--- src/sv/smta_ram.sv ---
// Generic single-write, single-read RAM with a registered read port.
// Used for the histogram and the sample delay line. No dependencies.
`default_nettype none

module smta_ram #(
  parameter int unsigned WIDTH = 8,
  parameter int unsigned DEPTH = 256,
  localparam int unsigned AW   = (DEPTH > 1) ? $clog2(DEPTH) : 1
) (
  input  wire logic             clk_i,
  input  wire logic             we_i,
  input  wire logic [AW-1:0]    waddr_i,
  input  wire logic [WIDTH-1:0] wdata_i,
  input  wire logic [AW-1:0]    raddr_i,
  output logic      [WIDTH-1:0] rdata_o
);

  logic [WIDTH-1:0] mem_q [DEPTH];
  logic [WIDTH-1:0] rdata_q;

  always_ff @(posedge clk_i) begin
    if (we_i) begin
      mem_q[waddr_i] <= wdata_i;
    end
    rdata_q <= mem_q[raddr_i];
  end

  assign rdata_o = rdata_q;

endmodule

`default_nettype wire

--- config.mk ---
export PLATFORM = sky130hd
export DESIGN_NAME = smta_ram
export DESIGN_NICKNAME = d
export VERILOG_FILES = /design/src/sv/smta_ram.sv
export SDC_FILE = /design/constraint.sdc
export NUM_CORES = 2
export LEC_CHECK = 0
export ABC_AREA = 0
export ABC_CLOCK_PERIOD_IN_PS = 2700
export CORE_MARGIN = 4
export CORE_UTILIZATION = 46
export CTS_CLUSTER_SIZE = 12
export DETAILED_ROUTE_END_ITERATION = 8
export DONT_BUFFER_PORTS = 1
export PLACE_DENSITY_LB_ADDON = 0.3
export SYNTH_ARGS = -nofsm -noshare
export SYNTH_HDL_FRONTEND = slang
export SYNTH_SLANG_ARGS = --single-unit
--- constraint.sdc ---
create_clock -name clk_i -period 2.7 [get_ports clk_i]
set_input_delay 0.405 -clock clk_i [delete_from_list [all_inputs] [get_ports clk_i]]
set_output_delay 0.405 -clock clk_i [all_outputs]
set_load 0.02 [all_outputs]
# ---- After elaboration in Yosys (flattened, before gate mapping)
# Memories as Yosys holds them, arrays and structs flattened. A register that Yosys moved wholly into a read port is not among the register bits.
# Index checks and enable logic that the tools add are counted.
dict set report op_classes {
  addsub 0
  multipliers 0
  n_div 0
  magnitude_cmp 0
  n_eq_ne 0
  shift 0
  mux 2
  bitwise 0
  n_reduce_logical 0
}
# cell count
set op_table {}
lappend op_table {{2-to-1 mux 1 bit} 2}
dict set report word_totals {
  ff_bits 0
  latchBits 0
  mem_bits_rw 2048
  romBits 0
  out_inout_bits 8
  wordCells 3
  n_memories 1
}
# memory words word_bits rd rd_ports_with_merged_regs write_ports line_no
set memory_table {}
lappend memory_table {mem_q 256 8 1 1 1 18} ;# logic [WIDTH-1:0] mem_q [DEPTH];

# ---- Longest topological paths before layout
dict set report depth {
  depth_word 2
  depth_mapped 11
  depth_no_buf 6
}

# ---- Least setup slack after synthesis
# OpenSTA, ideal clock, no wires.
dict set report synth_path {
  path_type {input to register}
  from {in raddr_i[0]}
  to {reg rdata_q[2], in the netlist rdata_o[2], read port of mem_q}
  setup_time_ps 131
  arrival_time_ps 2212
  t_required_ps 2569
  path_slack_ps 357
  cell_stages 9
  path_cell_list {buf_6 > buf_12 > buf_8 > buf_2 > mux4_2 > a22oi_1 > a21oi_1 > nor4_1 > nor4_2}
}
# element line_no
set synth_rtl {}
lappend synth_rtl {{from (decl)} 14} ;# input wire logic [AW-1:0] raddr_i,
lappend synth_rtl {{to (decl)} 19} ;# logic [WIDTH-1:0] rdata_q;

==> flow_summary_export.csv <==
group,metric,value,unit
yosys,yosys_warnings,0,
run,drv_cap,0,
run_status,violations,"hold timing",
clock_network,insertion_delay,830,ps
yosys,synth-edff-count,2048,
min_path,holdPathEnd,"mem_q[230][4]$_DFFE_PP_",
yosys,async_reset_ff_share,0,%
yosys,synth_commonest_cells,"edfxtp_1 (2048), mux4_2 (454), nor2_1 (282)",
finish,fin_util,53.2,%
sta,finalCritPeriodShare,96.7,%
die,num_io_pins,34,
sta,hold_viol_final,257,
die,initial_core_util,46.3,%
worst_setup_path,worstRegToRegCells,6,
yosys,yosys_register_bits,2056,
clock_network,cts.sinks,2056,
grt,grt_pass1_vias,39540,
grt,grt_use_total,21.6,%
die,die_h,424,microns
worst_setup_path,end_kind,"register",
sta,finalWorstPathRequiredPeriod,2610,ps
grt,gr-total-overflow,0,
power_and_ir_drop,p_leak,28.9,nW
place,gp_congestion,0.838,
grt,grt_pass1_wl,282000,microns
worst_setup_path,critPathKind,"input port to register",
finish,final_nets,4224,
routing,post_drt_wl_per_cell,30.5,microns
sta,fin_ws,88.7,ps
clock_network,clk_pin_slew,60,ps
min_path,hold_depth,0,
routing,vias_per_cell,6.04,
routing,drtIter0Drc,5199,
yosys,synth.most_common_cell,"edfxtp_1",
finish,postLayoutCellArea,91400,sq um
worst_setup_path,critical_path.slowest_cell,"nand3b_1",
worst_setup_path,required,3380,ps
yosys,yosysTopAreaCell,"edfxtp_1",
finish,fill_cells,13098,
finish,drive_gt1_share,27.9,%
routing,drt_wl_total,202000,microns
sta,slew_violations,0,
yosys,synthTopCellsByArea,"edfxtp_1 (77%), mux4_2 (13%), mux2i_1 (1.7%), nor2_1 (1.3%), a22oi_1 (1.3%)",
worst_setup_path,worstSetupStartpointType,"input port",
die,fp-row-count,152,
die,die_w,424,microns
power_and_ir_drop,ir_worst_vdd,0.577,mV
sta,fin_skew,32.6,ps
yosys,syn-num-nets,3759,
place,io_buffers,0,
sta,slew_headroom,13.1,%
min_path,hp-start,"wdata_i[4]",
sta,worst_slew_pin_slew,1300,ps
worst_setup_path,slowest_delay,790,ps
yosys,ys.flop_type,"edfxtp_1",
sta,finalSetupViolCount,0,
clock_network,cts-root-buf,"clkbuf_16",
clock_network,post-cts-setup-buffers,0,
clock_network,cts_buffers,204,
routing,vias,40028,
clock_network,cts_buffer_depth,3,
routing,firstDrtPassIters,5,
worst_setup_path,arrival,3290,ps
worst_setup_path,regToRegSetupSlack,260,ps
routing,final_antenna_net_count,0,
yosys,syn_inst,3733,
clock_network,htreeDepth,4,
grt,grt_max_degree,579,
sta,timing.setup.tns,0,ps
power_and_ir_drop,pwr_density_cell,699,nW/um^2
worst_setup_path,crit_chain,"nand3b_1 -> o22ai_1 -> o21ai_0 -> nand3_1 -> nor4_2 -> buf_4 -> nor4_1",
place,dp_hpwl,109000,microns
run_status,status,"finished, violations left",
yosys,syn_area,79600,sq um
yosys,yosysSeqAreaShare,77.5,%
routing,route.detailed.drc,0,
clock_network,cts_tree,"done",
yosys,syn_area_per_cell,21.3,sq um
die,die-area,180000,sq um
grt,antenna_found_initial,5,
place,placed_area,84600,sq um
sta,fmax,0.383,GHz
yosys,synth_top_area_share,77.3,%
die,core_area,172000,sq um
worst_setup_path,worstReg2RegEnd,"rdata_o[4]$_DFF_P_",
worst_setup_path,worstPathMaxFanout,446,
yosys,synth_cell_type_count,55,
sta,holdWs,-289,ps
min_path,hold_path_class,"input port to register",
place,dpl_worst_slack,-917,ps
finish,area_delta_synth_final,14.8,%
worst_setup_path,r2r_start,"mem_q[51][4]$_DFFE_PP_",
==> how the worst max path moves through the flow <==
| stage | start | endpoint | slack [ps] | cells after the start |
|---|---|---|---|---|
| final | raddr_i[1] | rdata_o[4]$_DFF_P_ | 90 | 7 |
| after global routing | raddr_i[0] | rdata_o[7]$_DFF_P_ | -70 | 10 |
| after CTS | mem_q[77][7]$_DFFE_PP_ | rdata_o[7]$_DFF_P_ | 170 | 7 |
| after detailed placement | raddr_i[0] | rdata_o[4]$_DFF_P_ | -920 | 6 |
| after global placement | raddr_i[0] | rdata_o[4]$_DFF_P_ | -970 | 6 |
| after floorplan | raddr_i[0] | rdata_o[2]$_DFF_P_ | 360 | 9 |
==> placed cells by master, fill, tap and decap left out, types with 20 or more instances in the layout <==
cell type  instances
mux2i_1          134
a22oi_1          133
edfxtp_1        2048
mux4_2           454
nor3_1            21
nand2_1           33
a21oi_1           96
o22ai_1           28
nor4_1            20
o221ai_1          46
nor2_1           279
buf_4            445
clkbuf_1          55
nor2b_1           28
clkinv_1          33
nand3_1           31
clkbuf_16        217
==> metrics by stage <==
step / std cells / total power [W]
after floorplan: 3733 / 0.0376
after global placement: 6265 / 0.0381
after detailed placement: 6265 / 0.0381
after CTS: 6595 / 0.0634
after global routing: 6629 / 0.0658
final: 6631 / 0.0638
==> sequential cells by signal (all words and copies together), names as in the netlist <==
| signal | count |
|---|---|
| mem_q | 2048 |
| rdata_o | 8 |
==> layout make-up <==
type	count	area (sq um)	share of cell area, %
Sequential cell	2056	61700	67.5
Multi-Input combinational cell	1442	16500	18.1
Clock buffer	269	5490	6.01
Timing Repair Buffer	492	4400	4.82
Tap cell	2310	2890	3.16
Clock inverter	57	360	0.394
Inverter	2	7.51	0.00822
Antenna cell	3	7.51	0.00822
==> report_power, final <==
group / switching [W] / internal [W] / leakage [nW]
sequential: 0.000103 / 0.0352 / 18.5
clock: 0.0113 / 0.0143 / 2.85
combinational: 0.00173 / 0.00123 / 7.58
==> logic make-up (layout without fill, tap and decap cells) <==
family	Yosys count	count (layout)	share of synthesized area, %
simple gates	466	466	2.63
compound gates	385	385	3.42
buf+inv	235	820	1.83
other cells	0	3	0
mux	591	591	14.6
flops	2056	2056	77.5
==> repair_timing <==
action / 4_1_cts / 5_1_grt
hold buffers: 4 / 19
hold endpoints to repair: 2050 / 1032
pin swaps: 0 / 1
gates resized for setup: 2 / 3
endpoints found under the setup margin: 2 / 8
cloned: 0 / 9
==> routing by layer <==
| layer | wire length (microns) | vias up | part of all wire, % | GRT usage, % |
|---|---|---|---|---|
| met3 | 17500 | 282 | 8.7 | 4.10 |
| met4 | 4910 | 0 | 2.4 | 5.46 |
| met5 | 0 | - | 0 | 0 |
| li1 | - | 16576 | - | - |
| met1 | 83400 | 21309 | 41 | 31.8 |
| met2 | 96400 | 1861 | 48 | 33.6 |
==> worst max-delay path, delay by kind of cell <==
| kind | cells | cell delay [ps] |
|---|---|---|
| AND/OR/NAND/NOR | 4 | 1730 |
| AO/OA/AOI/OAI | 2 | 300 |
| buffers and inverters | 1 | 240 |
Power figures use the tool's default switching activity.
